<file path="src/rtl/p4t_pkg.sv">
`default_nettype none

package p4t_pkg;

  // Fixed sizes of the transmitter.
  localparam int TAPS              = 3;
  localparam int TAP_FRAC_BITS_DEF = 16;
  localparam int LFSR_W            = 31;
  localparam int SYM_W             = 2;
  localparam int LVL_W             = 3;
  localparam int RAW_TAP_W         = 16;
  localparam int L1_W              = 17;
  localparam int DRIVE_W           = 18;
  localparam int DRIVE_FRAC        = 16;
  localparam int DRIVE_FULL        = 65536;
  localparam int PADDR_W           = 4;
  localparam int PDATA_W           = 32;

  localparam logic [LFSR_W-1:0]    DEFAULT_SEED = LFSR_W'(32'h5EED);
  localparam logic [RAW_TAP_W-1:0] CENTER_RAW   = RAW_TAP_W'(32768);

  // Register indexes on the configuration port.
  typedef enum logic [1:0] {
    REG_SEED     = 2'd0,
    REG_PRE_TAP  = 2'd1,
    REG_POST_TAP = 2'd2
  } reg_idx_t;

  typedef logic signed [LVL_W-1:0] level_t;

  // PAM4 level in thirds of full scale: 2*symbol - 3.
  function automatic level_t sym_to_level(input logic [SYM_W-1:0] sym);
    level_t lvl;
    case (sym)
      2'd0:    lvl = -3'sd3;
      2'd1:    lvl = -3'sd1;
      2'd2:    lvl = 3'sd1;
      default: lvl = 3'sd3;
    endcase
    return lvl;
  endfunction

endpackage

`default_nettype wire

</file>
<file path="src/rtl/p4t_rdiv.sv">
`default_nettype none

// Restoring divider, one quotient bit per cycle. The caller adds any
// rounding offset to the numerator before start.
module p4t_rdiv #(
  parameter int NUM_W = 32,
  parameter int DEN_W = 17
) (
  input  wire logic             clk,
  input  wire logic             rst_n,
  input  wire logic             start,
  input  wire logic [NUM_W-1:0] num,
  input  wire logic [DEN_W-1:0] den,
  output logic                  busy,
  output logic                  done,
  output logic [NUM_W-1:0]      quo
);

  localparam int CNT_W = $clog2(NUM_W + 1);

  logic [NUM_W-1:0] num_r, num_nxt;
  logic [NUM_W-1:0] quo_r, quo_nxt;
  logic [DEN_W-1:0] den_r;
  logic [DEN_W-1:0] rem_r, rem_nxt;
  logic [DEN_W:0]   rem_sh;
  logic [DEN_W:0]   rem_diff;
  logic             rem_ge;
  logic [CNT_W-1:0] cnt_r, cnt_nxt;
  logic             busy_r, busy_nxt;
  logic             done_r, done_nxt;

  // One long-division step: shift in the next numerator bit and subtract.
  always_comb begin
    rem_sh   = {rem_r, num_r[NUM_W-1]};
    rem_diff = rem_sh - {1'b0, den_r};
    rem_ge   = (rem_sh >= {1'b0, den_r});
    rem_nxt  = rem_ge ? rem_diff[DEN_W-1:0] : rem_sh[DEN_W-1:0];
    num_nxt  = {num_r[NUM_W-2:0], 1'b0};
    quo_nxt  = {quo_r[NUM_W-2:0], rem_ge};
  end

  // Step counter and status.
  always_comb begin
    cnt_nxt  = cnt_r;
    busy_nxt = busy_r;
    done_nxt = 1'b0;
    if (start) begin
      cnt_nxt  = CNT_W'(NUM_W);
      busy_nxt = 1'b1;
    end else if (busy_r) begin
      cnt_nxt = cnt_r - CNT_W'(1);
      if (cnt_r == CNT_W'(1)) begin
        busy_nxt = 1'b0;
        done_nxt = 1'b1;
      end
    end
  end

  always_ff @(posedge clk) begin
    if (!rst_n) begin
      cnt_r  <= '0;
      busy_r <= 1'b0;
      done_r <= 1'b0;
    end else begin
      cnt_r  <= cnt_nxt;
      busy_r <= busy_nxt;
      done_r <= done_nxt;
    end
  end

  // Datapath registers.
  always_ff @(posedge clk) begin
    if (start) begin
      num_r <= num;
      den_r <= den;
      rem_r <= '0;
      quo_r <= '0;
    end else if (busy_r) begin
      num_r <= num_nxt;
      rem_r <= rem_nxt;
      quo_r <= quo_nxt;
    end
  end

  assign busy = busy_r;
  assign done = done_r;
  assign quo  = quo_r;

endmodule

`default_nettype wire

</file>
<file path="src/rtl/pam4_prbs31_ffe_transmitter.sv">
`default_nettype none

// Channel  | Handshake                       | Payload
// ---------+---------------------------------+-------------------------------
// input    | in_valid / in_ready             | in_tick
// result   | out_valid / out_ready           | out_symbol, out_drive
// config   | psel, penable, pwrite, pready   | paddr, pwdata, prdata
//
// One transaction per cycle is accepted while in_ready is high; a result is
// held in the first stage (LFSR and tap sum), then in the output stage (scaling).
// A transaction with tick low is consumed and produces no result.
// Writing pre_tap or post_tap holds in_ready low while the taps are renormalized:
// 16 + TAP_FRAC_BITS divider steps, one quotient bit each, and then the tap load.
// Reset is synchronous; a stalled result keeps the next item in the first stage.
module pam4_prbs31_ffe_transmitter #(
  parameter int TAP_FRAC_BITS = p4t_pkg::TAP_FRAC_BITS_DEF
) (
  input  wire logic                          clk,
  input  wire logic                          rst_n,
  input  wire logic                          in_valid,
  output logic                               in_ready,
  input  wire logic                          in_tick,
  output logic                               out_valid,
  input  wire logic                          out_ready,
  output logic [p4t_pkg::SYM_W-1:0]          out_symbol,
  output logic signed [p4t_pkg::DRIVE_W-1:0] out_drive,
  input  wire logic                          psel,
  input  wire logic                          penable,
  input  wire logic                          pwrite,
  input  wire logic [p4t_pkg::PADDR_W-1:0]   paddr,
  input  wire logic [p4t_pkg::PDATA_W-1:0]   pwdata,
  output logic [p4t_pkg::PDATA_W-1:0]        prdata,
  output logic                               pready
);

  import p4t_pkg::*;

  localparam int TAP_W   = TAP_FRAC_BITS + 2;
  localparam int NUM_W   = RAW_TAP_W + TAP_FRAC_BITS;
  localparam int ACC_W   = TAP_FRAC_BITS + 4;
  localparam int MAG_W   = ACC_W - 1;
  localparam int SUM_W   = MAG_W + DRIVE_FRAC + 1;
  localparam int T_W     = SUM_W - TAP_FRAC_BITS;
  localparam int RCP_SH  = T_W + 1;
  localparam int Q_W     = 2 * T_W - RCP_SH;
  localparam int MAGD_W  = DRIVE_W - 1;

  localparam logic [T_W-1:0]   RECIP   = T_W'(((64'd1 << RCP_SH) + 64'd2) / 64'd3);
  localparam logic [SUM_W-1:0] RND_ADD = SUM_W'(3) << (TAP_FRAC_BITS - 1);
  localparam logic signed [TAP_W-1:0] TAP_ONE = TAP_W'(1) << TAP_FRAC_BITS;

  // Configuration registers.
  logic [LFSR_W-1:0]           seed_r;
  logic signed [RAW_TAP_W-1:0] pre_tap_r;
  logic signed [RAW_TAP_W-1:0] post_tap_r;

  // Transmit state.
  logic [LFSR_W-1:0]       lfsr_r, lfsr_nxt;
  level_t                  hist_r [TAPS-1];
  logic signed [TAP_W-1:0] tap_r [TAPS];

  // Pipeline registers.
  logic                    s1_valid_r, s1_valid_nxt;
  logic [SYM_W-1:0]        s1_sym_r;
  logic signed [ACC_W-1:0] s1_acc_r, acc_nxt;
  logic                    out_valid_r, out_valid_nxt;
  logic [SYM_W-1:0]        out_symbol_r;
  logic signed [DRIVE_W-1:0] out_drive_r, drive_nxt;

  // Handshake and configuration decode.
  logic     cfg_wr;
  reg_idx_t cfg_idx;
  logic     wr_seed, wr_pre, wr_post, wr_tap;
  logic     in_fire, s2_load, s1_free, norm_busy;

  // Divider connections.
  logic [RAW_TAP_W-1:0] pre_src, post_src;
  logic [RAW_TAP_W-1:0] raw_mag [TAPS];
  logic [L1_W-1:0]      l1_sum;
  logic [NUM_W-1:0]     div_num [TAPS];
  logic [NUM_W-1:0]     div_quo [TAPS];
  logic [TAPS-1:0]      div_busy;
  logic [TAPS-1:0]      div_done;
  logic [TAPS-1:0]      tap_neg;

  // Stage-one datapath.
  logic [SYM_W-1:0]        sym_nxt;
  level_t                  lvl_new;
  level_t                  lvl_win [TAPS];
  logic signed [ACC_W-1:0] tap_x1, tap_x3;
  logic signed [ACC_W-1:0] term [TAPS];

  // Stage-two datapath.
  logic                 acc_neg;
  logic [MAG_W-1:0]     acc_mag;
  logic [SUM_W-1:0]     rnd_sum;
  logic [T_W-1:0]       t_val;
  logic [2*T_W-1:0]     rcp_prod;
  logic [Q_W-1:0]       q_val;
  logic [MAGD_W-1:0]    q_sat;

  // Configuration port decode.
  always_comb begin
    cfg_wr  = psel && penable && pwrite;
    cfg_idx = reg_idx_t'(paddr[PADDR_W-1:2]);
    wr_seed = 1'b0;
    wr_pre  = 1'b0;
    wr_post = 1'b0;
    case (cfg_idx)
      REG_SEED:     wr_seed = cfg_wr;
      REG_PRE_TAP:  wr_pre  = cfg_wr;
      REG_POST_TAP: wr_post = cfg_wr;
      default:      ;
    endcase
    wr_tap = wr_pre || wr_post;
  end

  // Register readback.
  always_comb begin
    case (cfg_idx)
      REG_SEED:     prdata = PDATA_W'(seed_r);
      REG_PRE_TAP:  prdata = PDATA_W'(pre_tap_r);
      REG_POST_TAP: prdata = PDATA_W'(post_tap_r);
      default:      prdata = '0;
    endcase
  end

  assign pready = 1'b1;

  always_ff @(posedge clk) begin
    if (!rst_n) begin
      seed_r     <= '0;
      pre_tap_r  <= '0;
      post_tap_r <= '0;
    end else begin
      if (wr_seed) begin
        seed_r <= pwdata[LFSR_W-1:0];
      end
      if (wr_pre) begin
        pre_tap_r <= pwdata[RAW_TAP_W-1:0];
      end
      if (wr_post) begin
        post_tap_r <= pwdata[RAW_TAP_W-1:0];
      end
    end
  end

  // L1 normalization operands use the value being written this cycle.
  always_comb begin
    pre_src  = wr_pre  ? pwdata[RAW_TAP_W-1:0] : pre_tap_r;
    post_src = wr_post ? pwdata[RAW_TAP_W-1:0] : post_tap_r;
    raw_mag[0] = pre_src[RAW_TAP_W-1] ? -pre_src : pre_src;
    raw_mag[1] = CENTER_RAW;
    raw_mag[2] = post_src[RAW_TAP_W-1] ? -post_src : post_src;
    l1_sum = L1_W'(raw_mag[0]) + L1_W'(raw_mag[1]) + L1_W'(raw_mag[2]);
    for (int i = 0; i < TAPS; i++) begin
      div_num[i] = {raw_mag[i], {TAP_FRAC_BITS{1'b0}}} + NUM_W'(l1_sum >> 1);
    end
    tap_neg[0] = pre_tap_r[RAW_TAP_W-1];
    tap_neg[1] = 1'b0;
    tap_neg[2] = post_tap_r[RAW_TAP_W-1];
  end

  // One serial divider per tap; all three share the L1 denominator.
  for (genvar g = 0; g < TAPS; g++) begin : g_div
    p4t_rdiv #(
      .NUM_W (NUM_W),
      .DEN_W (L1_W)
    ) u_div (
      .clk   (clk),
      .rst_n (rst_n),
      .start (wr_tap),
      .num   (div_num[g]),
      .den   (l1_sum),
      .busy  (div_busy[g]),
      .done  (div_done[g]),
      .quo   (div_quo[g])
    );
  end

  // The taps change at the end of the done cycle, so that cycle is busy too.
  assign norm_busy = (|div_busy) || (|div_done);

  // Pipeline flow control.
  always_comb begin
    s2_load       = s1_valid_r && (!out_valid_r || out_ready);
    s1_free       = !s1_valid_r || s2_load;
    in_ready      = s1_free && !norm_busy;
    in_fire       = in_valid && in_ready;
    s1_valid_nxt  = (in_fire && in_tick) ? 1'b1 : (s2_load ? 1'b0 : s1_valid_r);
    out_valid_nxt = s2_load ? 1'b1 : (out_ready ? 1'b0 : out_valid_r);
  end

  // Two LFSR steps per symbol; the first feedback bit is the MSB.
  always_comb begin
    sym_nxt  = {lfsr_r[30] ^ lfsr_r[27], lfsr_r[29] ^ lfsr_r[26]};
    lfsr_nxt = {lfsr_r[LFSR_W-3:0], sym_nxt};
    lvl_new  = sym_to_level(sym_nxt);
  end

  // FFE sum over the level window; each level is +-1 or +-3, or 0 in a cleared history slot.
  always_comb begin
    lvl_win[0] = lvl_new;
    for (int i = 1; i < TAPS; i++) begin
      lvl_win[i] = hist_r[i-1];
    end
    tap_x1 = '0;
    tap_x3 = '0;
    for (int i = 0; i < TAPS; i++) begin
      tap_x1 = ACC_W'(tap_r[i]);
      tap_x3 = tap_x1 + (tap_x1 <<< 1);
      case (lvl_win[i])
        3'sd1:   term[i] = tap_x1;
        -3'sd1:  term[i] = -tap_x1;
        3'sd3:   term[i] = tap_x3;
        -3'sd3:  term[i] = -tap_x3;
        default: term[i] = '0;
      endcase
    end
    acc_nxt = term[0] + term[1] + term[2];
  end

  // Scale to Q.16, divide by three with round half away, saturate.
  always_comb begin
    acc_neg  = s1_acc_r[ACC_W-1];
    acc_mag  = acc_neg ? MAG_W'(-s1_acc_r) : MAG_W'(s1_acc_r);
    rnd_sum  = SUM_W'({acc_mag, {DRIVE_FRAC{1'b0}}}) + RND_ADD;
    t_val    = rnd_sum[SUM_W-1:TAP_FRAC_BITS];
    rcp_prod = (2*T_W)'(t_val) * (2*T_W)'(RECIP);
    q_val    = rcp_prod[2*T_W-1:RCP_SH];
    q_sat    = (q_val > Q_W'(DRIVE_FULL)) ? MAGD_W'(DRIVE_FULL) : MAGD_W'(q_val);
    drive_nxt = acc_neg ? -DRIVE_W'(q_sat) : DRIVE_W'(q_sat);
  end

  // Control state: LFSR, history, taps and valid bits.
  always_ff @(posedge clk) begin
    if (!rst_n) begin
      lfsr_r      <= DEFAULT_SEED;
      for (int i = 0; i < TAPS - 1; i++) begin
        hist_r[i] <= '0;
      end
      tap_r[0]    <= '0;
      tap_r[1]    <= TAP_ONE;
      tap_r[2]    <= '0;
      s1_valid_r  <= 1'b0;
      out_valid_r <= 1'b0;
    end else begin
      if (wr_seed) begin
        lfsr_r <= (pwdata[LFSR_W-1:0] == '0) ? DEFAULT_SEED : pwdata[LFSR_W-1:0];
      end else if (in_fire && in_tick) begin
        lfsr_r <= lfsr_nxt;
      end
      if (wr_tap) begin
        for (int i = 0; i < TAPS - 1; i++) begin
          hist_r[i] <= '0;
        end
      end else if (in_fire && in_tick) begin
        hist_r[0] <= lvl_new;
        for (int i = 1; i < TAPS - 1; i++) begin
          hist_r[i] <= hist_r[i-1];
        end
      end
      for (int i = 0; i < TAPS; i++) begin
        if (div_done[i]) begin
          tap_r[i] <= tap_neg[i] ? -TAP_W'(div_quo[i]) : TAP_W'(div_quo[i]);
        end
      end
      s1_valid_r  <= s1_valid_nxt;
      out_valid_r <= out_valid_nxt;
    end
  end

  // Payload registers.
  always_ff @(posedge clk) begin
    if (in_fire && in_tick) begin
      s1_sym_r <= sym_nxt;
      s1_acc_r <= acc_nxt;
    end
    if (s2_load) begin
      out_symbol_r <= s1_sym_r;
      out_drive_r  <= drive_nxt;
    end
  end

  assign out_valid  = out_valid_r;
  assign out_symbol = out_symbol_r;
  assign out_drive  = out_drive_r;

  // No transaction is taken while the taps are being renormalized.
  a_no_accept_norm: assert property (@(posedge clk) disable iff (!rst_n)
    wr_tap |=> !in_ready)
    else $error("input accepted during tap renormalization");

  // A result in the first stage moves out when the output register is free.
  a_stage_advance: assert property (@(posedge clk) disable iff (!rst_n)
    (s1_valid_r && !out_valid_r) |=> out_valid_r)
    else $error("first stage result did not advance");

  // The drive never leaves full scale.
  a_drive_range: assert property (@(posedge clk) disable iff (!rst_n)
    out_valid_r |-> (out_drive_r <= DRIVE_W'(DRIVE_FULL) &&
                     out_drive_r >= -DRIVE_W'(DRIVE_FULL)))
    else $error("drive outside full scale");

  // A tap write clears the level history.
  a_hist_clear: assert property (@(posedge clk) disable iff (!rst_n)
    wr_tap |=> (hist_r[0] == '0 && hist_r[1] == '0))
    else $error("history not cleared by tap write");

endmodule

`default_nettype wire
</file>
<file path="config.mk">
export PLATFORM = sky130hd
export DESIGN_NAME = pam4_prbs31_ffe_transmitter
export DESIGN_NICKNAME = d
export VERILOG_FILES = /design/src/rtl/p4t_pkg.sv /design/src/rtl/p4t_rdiv.sv /design/src/rtl/pam4_prbs31_ffe_transmitter.sv
export SDC_FILE = /design/constraint.sdc
export NUM_CORES = 2
export LEC_CHECK = 0
export BUFFER_PORTS_ARGS = -buffer_cell sky130_fd_sc_hd__buf_2
export CORE_MARGIN = 4
export CORE_UTILIZATION = 45
export CTS_CLUSTER_SIZE = 10
export DETAILED_ROUTE_END_ITERATION = 10
export SLEW_MARGIN = 20
export SYNTH_ARGS = -nofsm -noshare
export SYNTH_HDL_FRONTEND = slang
export SYNTH_SLANG_ARGS = --single-unit
</file>
<file path="constraint.sdc">
create_clock -name clk -period 32 [get_ports clk]
set_clock_uncertainty 0.1 [all_clocks]
set_input_delay 1.6 -clock clk [delete_from_list [all_inputs] [get_ports clk]]
set_output_delay 1.6 -clock clk [all_outputs]
set_load 0.03 [all_outputs]
</file>
==> flow_summary.json <==
{
  "outcome": "completed",
  "finish.utilization_pct": 49.02,
  "synth-simple-area-share_pct": 16.04,
  "postCtsSetupBuffers": 0,
  "maxCapViolCount": 0,
  "period_share_pct": 36.44,
  "crit_top_cell": "ha_1",
  "drt-initial-drc-count": 1638,
  "clkSinkCount": 440,
  "hp-class": "flop to flop",
  "yosys.area_share.xor_xnor_pct": 7.064,
  "synth_cell_types": 94,
  "cts.repair.resized": 0,
  "crit_family": "adder cells",
  "routed_via_density": 5.406,
  "synth_top_area_cell": "edfxtp_1",
  "cts_buffers": 53,
  "nets": 4911,
  "grt_max_degree": 98,
  "remaining_drc_errors": 0,
  "syn_area_um2": 37830,
  "tns_ps": 0,
  "antenna_found_initial": 0,
  "path_max_fanout": 14,
  "antenna_cells": 0,
  "hold_violations": 0,
  "clkLatencyLatePin_ps": 610,
  "cp-end-kind": "flop",
  "slew_violations": 0,
  "grt_overflow_total": 0,
  "r2r_setup_slack_ps": 20340,
  "grt_pass1_wl_um": 147500,
  "synth_cells": 4277,
  "first_pass_iters": 6,
  "area_growth_pct": 8.268,
  "synth_mux_area_share_pct": 4.151,
  "ys_ff_latch": 440,
  "max_slew_margin_pct": 27.59,
  "start_util_pct": 45.28,
  "vias": 29270,
  "grt.busiest_layer": "met2",
  "crit_buf_inv": 4,
  "syn_nets": 4890,
  "yosysTopAreaCellShare_pct": 17.07,
  "core.rowCount": 106,
  "grt_pass1_vias": 27900,
  "layout-drive-gt1-share_pct": 5.768,
  "yosys.area_share.adder_pct": 22.09,
  "crit_slowest_cell": "or4_1",
  "grt_use_met3_pct": 2.070,
  "rsz0062_at_grt": "false",
  "ioPinCount": 99,
  "cts_tree": "yes",
  "start_kind": "flop",
  "cts_hold_buf": 0,
  "cp.arrival_ps": 11850,
  "core_um2": 83560,
  "cts-htree-levels": 2,
  "synth_common_cells": "inv_1 (458), nand2_1 (437), ha_1 (404), nor2_1 (322), o21ai_0 (234)",
  "met2_usage_pct": 35.00,
  "slowest_delay_ps": 520,
  "track_usage_pct": 20.05,
  "synth_top_family_by_area": "adder cells",
  "netlist_top_cells_area": "edfxtp_1 (17%), ha_1 (13%), dfxtp_1 (12%)",
  "critical_path_class": "flop to flop",
  "port_buffers": 94,
  "tightest_slew_ps": 1084,
  "die_w_um": 297.9,
  "syn_area_per_cell_um2": 8.845,
  "die-area_um2": 88770,
  "synthArstFlopShare_pct": 0,
  "dp_hpwl_um": 71180,
  "synth_edf_count": 215,
  "synth-compound-area-share_pct": 15.49,
  "met1_usage_pct": 27.10,
  "gp_congestion": 0.8744,
  "ys_seq_area_share_pct": 28.97,
  "fmax_mhz": 85.76,
  "synth-main-ff-cell": "dfxtp_1",
  "finalSetupViolCount": 0,
  "drt_wl_total_um": 91300,
  "path_clk_slew_ps": 60,
  "cp.required_ps": 32190,
  "finalWorstPathRequiredPeriod_ps": 11660,
  "yosys_warnings": 0,
  "die_h_um": 297.9,
  "postRouteAntennaNets": 0,
  "cts_root_buf": "clkbuf_16",
  "yosys.cell_count.top_type": "inv_1",
  "wire_per_inst_um": 16.86,
  "cts_buffer_depth": 3
}
layout make-up:
class / instances / area [um2]
well taps: 1080 / 1351
clock buffers: 82 / 1486
repair buffers: 125 / 710.7
flip-flops and latches: 440 / 10960
inverters: 460 / 1729
fillers: 8079 / 42600
multi-input cells: 3218 / 24610
clock inverters: 9 / 108.9
path summary, 6_finish.rpt:
check | start | to | cells past startpoint
worst max register to register | s1_acc_r[0]$_DFFE_PP_ | out_drive[16]$_DFFE_PP_ | 37
worst max-delay path | s1_acc_r[0]$_DFFE_PP_ | out_drive[16]$_DFFE_PP_ | 37
worst min-delay path | s1_sym_r[0]$_DFFE_PP_ | out_symbol[0]$_DFFE_PP_ | 0
worst min register to register | s1_sym_r[0]$_DFFE_PP_ | out_symbol[0]$_DFFE_PP_ | 0
flip-flops by register name (all words and copies together), names as in the netlist:
signal	count
pre_tap_r	16
g_div.u_div.cnt_r	18
g_div.u_div.num_r	96
g_div.u_div.quo	54
g_div.u_div.rem_r	51
s1_acc_r	20
out_symbol	2
g_div.u_div.busy	3
out_drive	18
s1_valid_r	1
out_valid	1
g_div.u_div.den_r	17
seed_r	31
lfsr_r	31
tap_r	54
g_div.u_div.done	3
post_tap_r	16
hist_r	6
s1_sym_r	2
through the flow:
step           worst slack (ps)  hold WS [ps]  instance area [um2]  cells
5_1_grt                   19500         335.1                40960   5414
4_1_cts                   20380         322.1                40950   5414
2_1_floorplan             21840         300.3                37830   4277
6_report                  20340         318.7                40960   5414
3_3_place_gp              20540         303.9                39340   5322
3_5_place_dp              20470         312.3                39360   5323
layout by cell type, fill, tap and decap left out, types with 37 or more instances in the layout:
master     synthesis  layout
inv_1            458     457
dfxtp_1          225     223
nor3_1            86      85
o211ai_1          37      37
a21oi_1          218     218
xor2_1           110     110
nor2_1           322     321
and2_1            82      82
o21ai_0          234     232
and3_1            39      39
nand2_1          437     437
mux2i_1          149     149
nand3_1           64      64
buf_2              4      94
ha_1             404     404
a21o_1            74      74
fa_1             165     165
clkbuf_16          0      54
edfxtp_1         215     215
nor2b_1           68      67
xnor2_1          192     192
a21boi_0          71      71
metal layers:
| layer | wire [um] | vias up |
|---|---|---|
| li1 | - | 14820 |
| met2 | 44330 | 436 |
| met3 | 2830 | 98 |
| met1 | 42470 | 13920 |
| met5 | 0 | - |
| met4 | 1666 | 0 |
worst register-to-register path: cells and delay by family, from the launching register on:
| kind | cells | cell delay, ps |
|---|---|---|
| AOI/OAI and AO/OA | 9 | 2110 |
| and+or+nand+nor | 11 | 3030 |
| xor gates and xnor gates | 3 | 990 |
| DFF | 1 | 500 |
| buffers and inverters | 4 | 590 |
| adders and majority gates | 10 | 3990 |
cell families after synthesis:
group,Yosys count
buffers and inverters,619
flip-flops,440
adder cells (fa/ha/maj),569
AND/OR/NAND/NOR,1283
XOR/XNOR,303
other,1
multiplexers,155
AO/OA/AOI/OAI,907
Power is left out: the tool's default activity adds up to more than one toggle a clock period on the data nets, which glitch-free logic cannot reach.
